--- src/sv/piv_pkg.sv ---
`timescale 1ns / 1ps
// ----------------------------------------------------------------------------
// piv_pkg: shared types, constants and microcode for the point-in-volume test
// Holds the sizes of the limb multiplier, the command and status structs that
// join controller and datapath, the tolerance constants and the micro-program.
// ----------------------------------------------------------------------------
package piv_pkg;

  localparam int VOLUME_WORDS_DEF = 16;
  localparam int WORD_LIMIT       = 15;

  localparam int LIMB_W  = 32;
  localparam int NLIMB   = 5;
  localparam int MAG_W   = LIMB_W * NLIMB;
  localparam int LIMB_CW = $clog2(NLIMB);
  localparam int REG_W   = 136;
  localparam int ACC_W   = 200;
  localparam int NREG    = 12;
  localparam int RF_AW   = $clog2(NREG);
  localparam int PC_W    = 7;

  // Volume kinds.
  localparam logic [1:0] KIND_BOX      = 2'd0;
  localparam logic [1:0] KIND_CYLINDER = 2'd1;
  localparam logic [1:0] KIND_SPHERE   = 2'd2;
  localparam logic [1:0] KIND_INVALID  = 2'd3;

  // Micro-operations.
  localparam logic [2:0] OP_SUBP  = 3'd0;
  localparam logic [2:0] OP_LDW   = 3'd1;
  localparam logic [2:0] OP_MAC   = 3'd2;
  localparam logic [2:0] OP_ADDK  = 3'd3;
  localparam logic [2:0] OP_STORE = 3'd4;
  localparam logic [2:0] OP_TEST  = 3'd5;
  localparam logic [2:0] OP_FAIL  = 3'd6;
  localparam logic [2:0] OP_END   = 3'd7;

  // Operand sources: register file entries, then special sources.
  localparam logic [3:0] R_D0 = 4'd0;
  localparam logic [3:0] R_D1 = 4'd1;
  localparam logic [3:0] R_D2 = 4'd2;
  localparam logic [3:0] R_A0 = 4'd3;
  localparam logic [3:0] R_A1 = 4'd4;
  localparam logic [3:0] R_A2 = 4'd5;
  localparam logic [3:0] R_L  = 4'd6;
  localparam logic [3:0] R_B  = 4'd7;
  localparam logic [3:0] R_C0 = 4'd8;
  localparam logic [3:0] R_C1 = 4'd9;
  localparam logic [3:0] R_C2 = 4'd10;
  localparam logic [3:0] R_T  = 4'd11;
  localparam logic [3:0] S_W     = 4'd12;
  localparam logic [3:0] S_K1    = 4'd13;
  localparam logic [3:0] S_K4096 = 4'd14;

  // Point components.
  localparam logic [1:0] P_X = 2'd0;
  localparam logic [1:0] P_Y = 2'd1;
  localparam logic [1:0] P_Z = 2'd2;

  // Accumulator constants.
  localparam logic [2:0] K_EPS24 = 3'd0;
  localparam logic [2:0] K_EPS36 = 3'd1;
  localparam logic [2:0] K_EPS48 = 3'd2;
  localparam logic [2:0] K_EPS72 = 3'd3;
  localparam logic [2:0] K_NDEG  = 3'd4;

  // Program entry points.
  localparam logic [PC_W-1:0] PC_BOX      = 7'd0;
  localparam logic [PC_W-1:0] PC_SPHERE   = 7'd37;
  localparam logic [PC_W-1:0] PC_CYLINDER = 7'd47;
  localparam logic [PC_W-1:0] PC_INVALID  = 7'd92;
  localparam logic [PC_W-1:0] PC_LAST     = 7'd93;

  typedef struct packed {
    logic [2:0] op;
    logic [3:0] a;
    logic [3:0] b;
    logic [3:0] dst;
    logic [3:0] word;
    logic [1:0] pk;
    logic [2:0] kc;
    logic       neg;
    logic       clr;
  } uop_t;

  typedef struct packed {
    uop_t               u;
    logic               load_point;
    logic               wr_word;
    logic               exec;
    logic               lat_a;
    logic               lat_b;
    logic               mul_go;
    logic [LIMB_CW-1:0] li;
    logic [LIMB_CW-1:0] lj;
    logic [RF_AW-1:0]   rf_raddr;
  } cmd_t;

  typedef struct packed {
    logic pass;
  } status_t;

  function automatic uop_t u_subp(logic [3:0] dst, logic [1:0] pk, logic [3:0] word);
    uop_t u;
    u = '0;
    u.op = OP_SUBP;
    u.dst = dst;
    u.pk = pk;
    u.word = word;
    return u;
  endfunction

  function automatic uop_t u_ldw(logic [3:0] dst, logic [3:0] word);
    uop_t u;
    u = '0;
    u.op = OP_LDW;
    u.dst = dst;
    u.word = word;
    return u;
  endfunction

  function automatic uop_t u_mac(logic [3:0] a, logic [3:0] b, logic neg, logic clr,
                                 logic [3:0] word);
    uop_t u;
    u = '0;
    u.op = OP_MAC;
    u.a = a;
    u.b = b;
    u.neg = neg;
    u.clr = clr;
    u.word = word;
    return u;
  endfunction

  function automatic uop_t u_op(logic [2:0] op, logic [2:0] kc, logic [3:0] dst);
    uop_t u;
    u = '0;
    u.op = op;
    u.kc = kc;
    u.dst = dst;
    return u;
  endfunction

  // Tolerance 0.0001 at 24, 36, 48 and 72 fraction bits; NDEG rejects a
  // cylinder whose squared axis length does not exceed the tolerance.
  function automatic logic signed [ACC_W-1:0] k_value(logic [2:0] kc);
    logic signed [ACC_W-1:0] r;
    unique case (kc)
      K_EPS24: r = ACC_W'(64'sd1678);
      K_EPS36: r = ACC_W'(64'sd6871948);
      K_EPS48: r = ACC_W'(64'sd28147497671);
      K_EPS72: r = ACC_W'(64'sd472236648286964521);
      K_NDEG:  r = ACC_W'(-64'sd28147497672);
      default: r = '0;
    endcase
    return r;
  endfunction

  // Every check leaves its margin in the accumulator; a negative margin fails.
  function automatic uop_t uop_rom(logic [PC_W-1:0] pc);
    uop_t u;
    unique case (pc)
      // Box
      7'd0:  u = u_subp(R_D0, P_X, 4'd9);
      7'd1:  u = u_subp(R_D1, P_Y, 4'd10);
      7'd2:  u = u_subp(R_D2, P_Z, 4'd11);
      7'd3:  u = u_mac(S_W, R_D0, 1'b0, 1'b1, 4'd0);
      7'd4:  u = u_mac(S_W, R_D1, 1'b0, 1'b0, 4'd1);
      7'd5:  u = u_mac(S_W, R_D2, 1'b0, 1'b0, 4'd2);
      7'd6:  u = u_op(OP_ADDK, K_EPS24, R_D0);
      7'd7:  u = u_op(OP_TEST, K_EPS24, R_D0);
      7'd8:  u = u_mac(S_W, S_K4096, 1'b0, 1'b1, 4'd12);
      7'd9:  u = u_op(OP_ADDK, K_EPS24, R_D0);
      7'd10: u = u_mac(S_W, R_D0, 1'b1, 1'b0, 4'd0);
      7'd11: u = u_mac(S_W, R_D1, 1'b1, 1'b0, 4'd1);
      7'd12: u = u_mac(S_W, R_D2, 1'b1, 1'b0, 4'd2);
      7'd13: u = u_op(OP_TEST, K_EPS24, R_D0);
      7'd14: u = u_mac(S_W, R_D0, 1'b0, 1'b1, 4'd3);
      7'd15: u = u_mac(S_W, R_D1, 1'b0, 1'b0, 4'd4);
      7'd16: u = u_mac(S_W, R_D2, 1'b0, 1'b0, 4'd5);
      7'd17: u = u_op(OP_ADDK, K_EPS24, R_D0);
      7'd18: u = u_op(OP_TEST, K_EPS24, R_D0);
      7'd19: u = u_mac(S_W, S_K4096, 1'b0, 1'b1, 4'd13);
      7'd20: u = u_op(OP_ADDK, K_EPS24, R_D0);
      7'd21: u = u_mac(S_W, R_D0, 1'b1, 1'b0, 4'd3);
      7'd22: u = u_mac(S_W, R_D1, 1'b1, 1'b0, 4'd4);
      7'd23: u = u_mac(S_W, R_D2, 1'b1, 1'b0, 4'd5);
      7'd24: u = u_op(OP_TEST, K_EPS24, R_D0);
      7'd25: u = u_mac(S_W, R_D0, 1'b0, 1'b1, 4'd6);
      7'd26: u = u_mac(S_W, R_D1, 1'b0, 1'b0, 4'd7);
      7'd27: u = u_mac(S_W, R_D2, 1'b0, 1'b0, 4'd8);
      7'd28: u = u_op(OP_ADDK, K_EPS24, R_D0);
      7'd29: u = u_op(OP_TEST, K_EPS24, R_D0);
      7'd30: u = u_mac(S_W, S_K4096, 1'b0, 1'b1, 4'd14);
      7'd31: u = u_op(OP_ADDK, K_EPS24, R_D0);
      7'd32: u = u_mac(S_W, R_D0, 1'b1, 1'b0, 4'd6);
      7'd33: u = u_mac(S_W, R_D1, 1'b1, 1'b0, 4'd7);
      7'd34: u = u_mac(S_W, R_D2, 1'b1, 1'b0, 4'd8);
      7'd35: u = u_op(OP_TEST, K_EPS24, R_D0);
      7'd36: u = u_op(OP_END, K_EPS24, R_D0);
      // Sphere
      7'd37: u = u_subp(R_D0, P_X, 4'd0);
      7'd38: u = u_subp(R_D1, P_Y, 4'd1);
      7'd39: u = u_subp(R_D2, P_Z, 4'd2);
      7'd40: u = u_mac(S_W, S_W, 1'b0, 1'b1, 4'd3);
      7'd41: u = u_op(OP_ADDK, K_EPS24, R_D0);
      7'd42: u = u_mac(R_D0, R_D0, 1'b1, 1'b0, 4'd0);
      7'd43: u = u_mac(R_D1, R_D1, 1'b1, 1'b0, 4'd0);
      7'd44: u = u_mac(R_D2, R_D2, 1'b1, 1'b0, 4'd0);
      7'd45: u = u_op(OP_TEST, K_EPS24, R_D0);
      7'd46: u = u_op(OP_END, K_EPS24, R_D0);
      // Cylinder: scaled axis and its squared length
      7'd47: u = u_ldw(R_T, 4'd7);
      7'd48: u = u_mac(S_W, R_T, 1'b0, 1'b1, 4'd0);
      7'd49: u = u_op(OP_STORE, K_EPS24, R_A0);
      7'd50: u = u_mac(S_W, R_T, 1'b0, 1'b1, 4'd1);
      7'd51: u = u_op(OP_STORE, K_EPS24, R_A1);
      7'd52: u = u_mac(S_W, R_T, 1'b0, 1'b1, 4'd2);
      7'd53: u = u_op(OP_STORE, K_EPS24, R_A2);
      7'd54: u = u_mac(R_A0, R_A0, 1'b0, 1'b1, 4'd0);
      7'd55: u = u_mac(R_A1, R_A1, 1'b0, 1'b0, 4'd0);
      7'd56: u = u_mac(R_A2, R_A2, 1'b0, 1'b0, 4'd0);
      7'd57: u = u_op(OP_STORE, K_EPS24, R_L);
      7'd58: u = u_op(OP_ADDK, K_NDEG, R_D0);
      7'd59: u = u_op(OP_TEST, K_EPS24, R_D0);
      // Projection onto the axis
      7'd60: u = u_subp(R_D0, P_X, 4'd3);
      7'd61: u = u_subp(R_D1, P_Y, 4'd4);
      7'd62: u = u_subp(R_D2, P_Z, 4'd5);
      7'd63: u = u_mac(R_D0, R_A0, 1'b0, 1'b1, 4'd0);
      7'd64: u = u_mac(R_D1, R_A1, 1'b0, 1'b0, 4'd0);
      7'd65: u = u_mac(R_D2, R_A2, 1'b0, 1'b0, 4'd0);
      7'd66: u = u_op(OP_STORE, K_EPS24, R_B);
      7'd67: u = u_op(OP_ADDK, K_EPS36, R_D0);
      7'd68: u = u_op(OP_TEST, K_EPS24, R_D0);
      7'd69: u = u_mac(R_L, S_K1, 1'b0, 1'b1, 4'd0);
      7'd70: u = u_op(OP_ADDK, K_EPS48, R_D0);
      7'd71: u = u_mac(R_B, S_K4096, 1'b1, 1'b0, 4'd0);
      7'd72: u = u_op(OP_TEST, K_EPS24, R_D0);
      // Cross product for the radial distance
      7'd73: u = u_mac(R_D1, R_A2, 1'b0, 1'b1, 4'd0);
      7'd74: u = u_mac(R_D2, R_A1, 1'b1, 1'b0, 4'd0);
      7'd75: u = u_op(OP_STORE, K_EPS24, R_C0);
      7'd76: u = u_mac(R_D2, R_A0, 1'b0, 1'b1, 4'd0);
      7'd77: u = u_mac(R_D0, R_A2, 1'b1, 1'b0, 4'd0);
      7'd78: u = u_op(OP_STORE, K_EPS24, R_C1);
      7'd79: u = u_mac(R_D0, R_A1, 1'b0, 1'b1, 4'd0);
      7'd80: u = u_mac(R_D1, R_A0, 1'b1, 1'b0, 4'd0);
      7'd81: u = u_op(OP_STORE, K_EPS24, R_C2);
      7'd82: u = u_ldw(R_T, 4'd6);
      7'd83: u = u_mac(R_T, R_T, 1'b0, 1'b1, 4'd0);
      7'd84: u = u_op(OP_STORE, K_EPS24, R_T);
      7'd85: u = u_mac(R_T, R_L, 1'b0, 1'b1, 4'd0);
      7'd86: u = u_op(OP_ADDK, K_EPS72, R_D0);
      7'd87: u = u_mac(R_C0, R_C0, 1'b1, 1'b0, 4'd0);
      7'd88: u = u_mac(R_C1, R_C1, 1'b1, 1'b0, 4'd0);
      7'd89: u = u_mac(R_C2, R_C2, 1'b1, 1'b0, 4'd0);
      7'd90: u = u_op(OP_TEST, K_EPS24, R_D0);
      7'd91: u = u_op(OP_END, K_EPS24, R_D0);
      // Invalid kind
      7'd92: u = u_op(OP_FAIL, K_EPS24, R_D0);
      default: u = u_op(OP_END, K_EPS24, R_D0);
    endcase
    return u;
  endfunction

endpackage

--- src/sv/piv_ram.sv ---
`timescale 1ns / 1ps
// ----------------------------------------------------------------------------
// piv_ram: generic single-port-write, single-port-read RAM
// One write and one read address per cycle; read data is registered.
// ----------------------------------------------------------------------------
module piv_ram #(
  parameter int WIDTH = piv_pkg::LIMB_W,
  parameter int DEPTH = piv_pkg::VOLUME_WORDS_DEF,
  localparam int AW = $clog2(DEPTH)
) (
  input  logic             clk,
  input  logic             we,
  input  logic [AW-1:0]    waddr,
  input  logic [WIDTH-1:0] wdata,
  input  logic [AW-1:0]    raddr,
  output logic [WIDTH-1:0] rdata
);

  logic [WIDTH-1:0] mem [DEPTH];

  always_ff @(posedge clk) begin
    if (we) begin
      mem[waddr] <= wdata;
    end
    rdata <= mem[raddr];
  end

endmodule

--- config.mk ---
export PLATFORM = sky130hd
export DESIGN_NAME = piv_ram
export DESIGN_NICKNAME = d
export VERILOG_FILES = /design/src/sv/piv_pkg.sv /design/src/sv/piv_ram.sv
export SDC_FILE = /design/constraint.sdc
export NUM_CORES = 1
export LEC_CHECK = 0
export BUFFER_PORTS_ARGS = -buffer_cell sky130_fd_sc_hd__buf_2
export CORE_ASPECT_RATIO = 1.1
export CORE_MARGIN = 2
export CORE_UTILIZATION = 45
export DETAILED_ROUTE_END_ITERATION = 10
export PLACE_DENSITY = 0.73
export SYNTH_ARGS = -nofsm -noshare
export SYNTH_HDL_FRONTEND = slang
export SYNTH_SLANG_ARGS = --single-unit
--- constraint.sdc ---
create_clock -name clk -period 6.6 [get_ports clk]
set_input_delay 0.99 -clock clk [delete_from_list [all_inputs] [get_ports clk]]
set_output_delay 0.99 -clock clk [all_outputs]
set_load 0.03 [all_outputs]
==> results.yml <==
run_status:
  outcome: "finished, final reports clean"
routing:
  ant_nets: 0
  wirelength_microns: 41200
  via_per_inst: 5.82
  route.detailed.drc: 0
  wl_per_cell_microns: 26.6
  drtPass1Iterations: 6
  vias: 9025
  first_iter_violations: 1022
setup_path:
  end_kind: "flop"
  worst_ep_arrival_time_ns: 2.95
  cp_top_family: "simple AND/OR/NAND/NOR gates"
  critPathLaunch: "waddr[2]"
  worstPathCellList: "buf_2 > nand3b_1 > nor3_2 > buf_4"
  max_stage_delay_ns: 0.91
  worstPathMaxFanout: 24
  crit_buf_inv: 2
  timing.rr.start: "mem[8][26]$_DFFE_PP_"
  cp-start-kind: "input pin"
  worstSetupPathType: "in2reg"
  critPathRequiredTime_ns: 6.79
  cpMaxStageDelayCell: "nor3_2"
sta:
  rsz0062_at_grt: "false"
  finalSetupViolations: 0
  worst-slew-pin-transition_ns: 1.09
  clock_skew_ns: 0.0101
  post-route-min-period_ns: 2.76
  final.setup.tns_ns: 0
  hold_violations: 0
  slew_headroom: 0.271
  fmax_ghz: 0.362
  min_period_over_period: 0.419
  drv_slew: 0
yosys:
  syn-num-nets: 880
  ys_warn_count: 0
  synth_top_family_by_area: "multiplexers"
  synth_mux_area_frac: 0.145
  postSynthCellCount: 838
  ys_ff_latch: 544
  syn_avg_cell_area_sq_um: 23.7
  synth.distinct_cells: 18
  synth_simple_gate_area_frac: 0.0127
  synth_compound_area_frac: 0.0242
  synth_xor_area_frac: 0
  synth-seq-area-share: 0.807
  netlist_area_sq_um: 19900
  synthAdderAreaFrac: 0
global_routing:
  grt_max_degree: 93
  grt_pass1_vias: 9266
  grt_util_all_layers: 0.183
  antenna_found_initial: 4
  grt_pass1_wl_microns: 60600
  grt_overflow_total: 0
flow_run:
  drv_cap: 0
floorplan:
  die_area_sq_um: 45800
  die_w_microns: 204
  core_sq_um: 43400
  start_util: 0.457
  rows: 80
  io_pins: 74
  die_h_microns: 224
power_and_ir_drop:
  pwr-share-seq: 0.550
  clockPowerShare: 0.398
  power.switching_mw: 1.42
  p_int_mw: 5.64
  p_comb_frac: 0.052
  ir_drop_v: 0.000167
  power.leakage_nw: 7.23
  switching_share: 0.201
  pwr_density_cell_nw_per_um2: 312
cts:
  cts.sinks: 544
  cts_hold_buf: 0
  cts-htree-levels: 2
  cts_setup_buffers: 0
  clock_path_buffers: 3
  path_clk_slew_ns: 0.06
  clock_latency_ns: 0.56
  cts_tree: "done"
  cts_resized: 0
  cts_buffers: 49
  root_buffer: "clkbuf_16"
layout:
  area_growth_pct: 14.0
  fillers: 3288
  finish.utilization: 0.521
  drive_gt1_frac: 0.323
  final_nets: 983
placed_design:
  io_buffers: 73
  dp_hpwl_microns: 20000
  gp_congestion: 0.714
hold_path:
  hold_start: "mem[14][19]$_DFFE_PP_"
  holdCritPathClass: "reg2reg"
==> flip-flops by register name (all words and copies together) (netlist names) <==
register / cells
rdata: 32
mem: 512
==> worst paths after layout <==
path / slack [ns] / end / cells past startpoint
worst min-delay path: 0.66 / rdata[19]$_DFF_P_ / 3
worst max register to register: 5.27 / rdata[26]$_DFF_P_ / 3
worst max-delay path: 3.84 / mem[8][22]$_DFFE_PP_ / 4
worst min register to register: 0.66 / rdata[19]$_DFF_P_ / 3
==> synthesized netlist by cell type (all sizes together) <==
library cell,count,area [sq um]
edfxtp,512,15400
mux4,128,2880
a22oi,64,480
nand2,33,124
dfxtp,32,641
buf,26,159
clkbuf,17,63.8
nor2,13,48.8
nor3,4,20.0
nand2b,2,12.5
nand3b,2,15.0
nor2b,2,12.5
and2,1,6.26
nand3,1,5.00
or3b,1,8.76
==> logic make-up (layout without fill, tap and decap cells) <==
family,Yosys count,in the layout
flip-flops,544,544
multiplexers,128,128
AO/OA/AOI/OAI,64,64
AND/OR/NAND/NOR,59,59
buffers and inverters,43,182
other,0,1
==> metal layers <==
metal / track usage / up-vias / part of all wire
met4: 0.0500 / 6 / 0.020
met1: 0.252 / 4728 / 0.39
met2: 0.305 / 456 / 0.50
met5: 0 / - / 0.00087
met3: 0.0322 / 68 / 0.090
li1: - / 3767 / -
==> worst reg2reg max path: stages, from the launching register on <==
cell	delay, ns
edfxtp_1	0.38
mux4_2	0.47
a22oi_1	0.26
nand2_1	0.10
==> final cells by class <==
cell class	instances	area [sq um]	area share
Sequential cell	544	16000	0.708
Multi-Input combinational cell	251	3750	0.166
Clock buffer	68	1380	0.0609
Tap cell	574	718	0.0317
Timing Repair Buffer	95	554	0.0245
Clock inverter	19	218	0.00962
Antenna cell	1	2.50	0.000111
==> layout by cell type, fill, tap and decap left out, drive strengths merged <==
| master | instances |
|---|---|
| edfxtp | 512 |
| nand2 | 33 |
| nor2 | 13 |
| mux4 | 128 |
| nor3 | 4 |
| nor2b | 2 |
| and2 | 1 |
| or3b | 1 |
| buf | 94 |
| nand3 | 1 |
| clkinvlp | 1 |
| a22oi | 64 |
| clkbuf | 69 |
| bufinv | 5 |
| dfxtp | 32 |
| diode | 1 |
| nand2b | 2 |
| clkinv | 13 |
| nand3b | 2 |
==> power groups by stage <==
stage / combinational (mW) / clock, mW / sequential [mW]
2_1_floorplan: 0.185 / 0 / 4.00
3_3_place_gp: 0.365 / 0 / 3.96
3_5_place_dp: 0.372 / 0 / 3.96
4_1_cts: 0.374 / 2.85 / 3.89
5_1_grt: 0.395 / 2.98 / 3.89
6_report: 0.367 / 2.81 / 3.89
==> stage by stage <==
stage | hold slack [ns] | setup slack (ns) | cell area (sq um) | total power [mW] | cells
final | 0.665 | 3.84 | 22600 | 7.07 | 1552
after global routing | 0.687 | 3.73 | 22600 | 7.27 | 1551
after CTS | 0.667 | 3.87 | 22600 | 7.11 | 1551
after detailed placement | 0.651 | 3.30 | 21000 | 4.33 | 1464
after global placement | 0.647 | 3.32 | 21000 | 4.32 | 1464
after floorplan | 0.635 | 2.43 | 19900 | 4.18 | 838
Power figures use the tool's default switching activity.
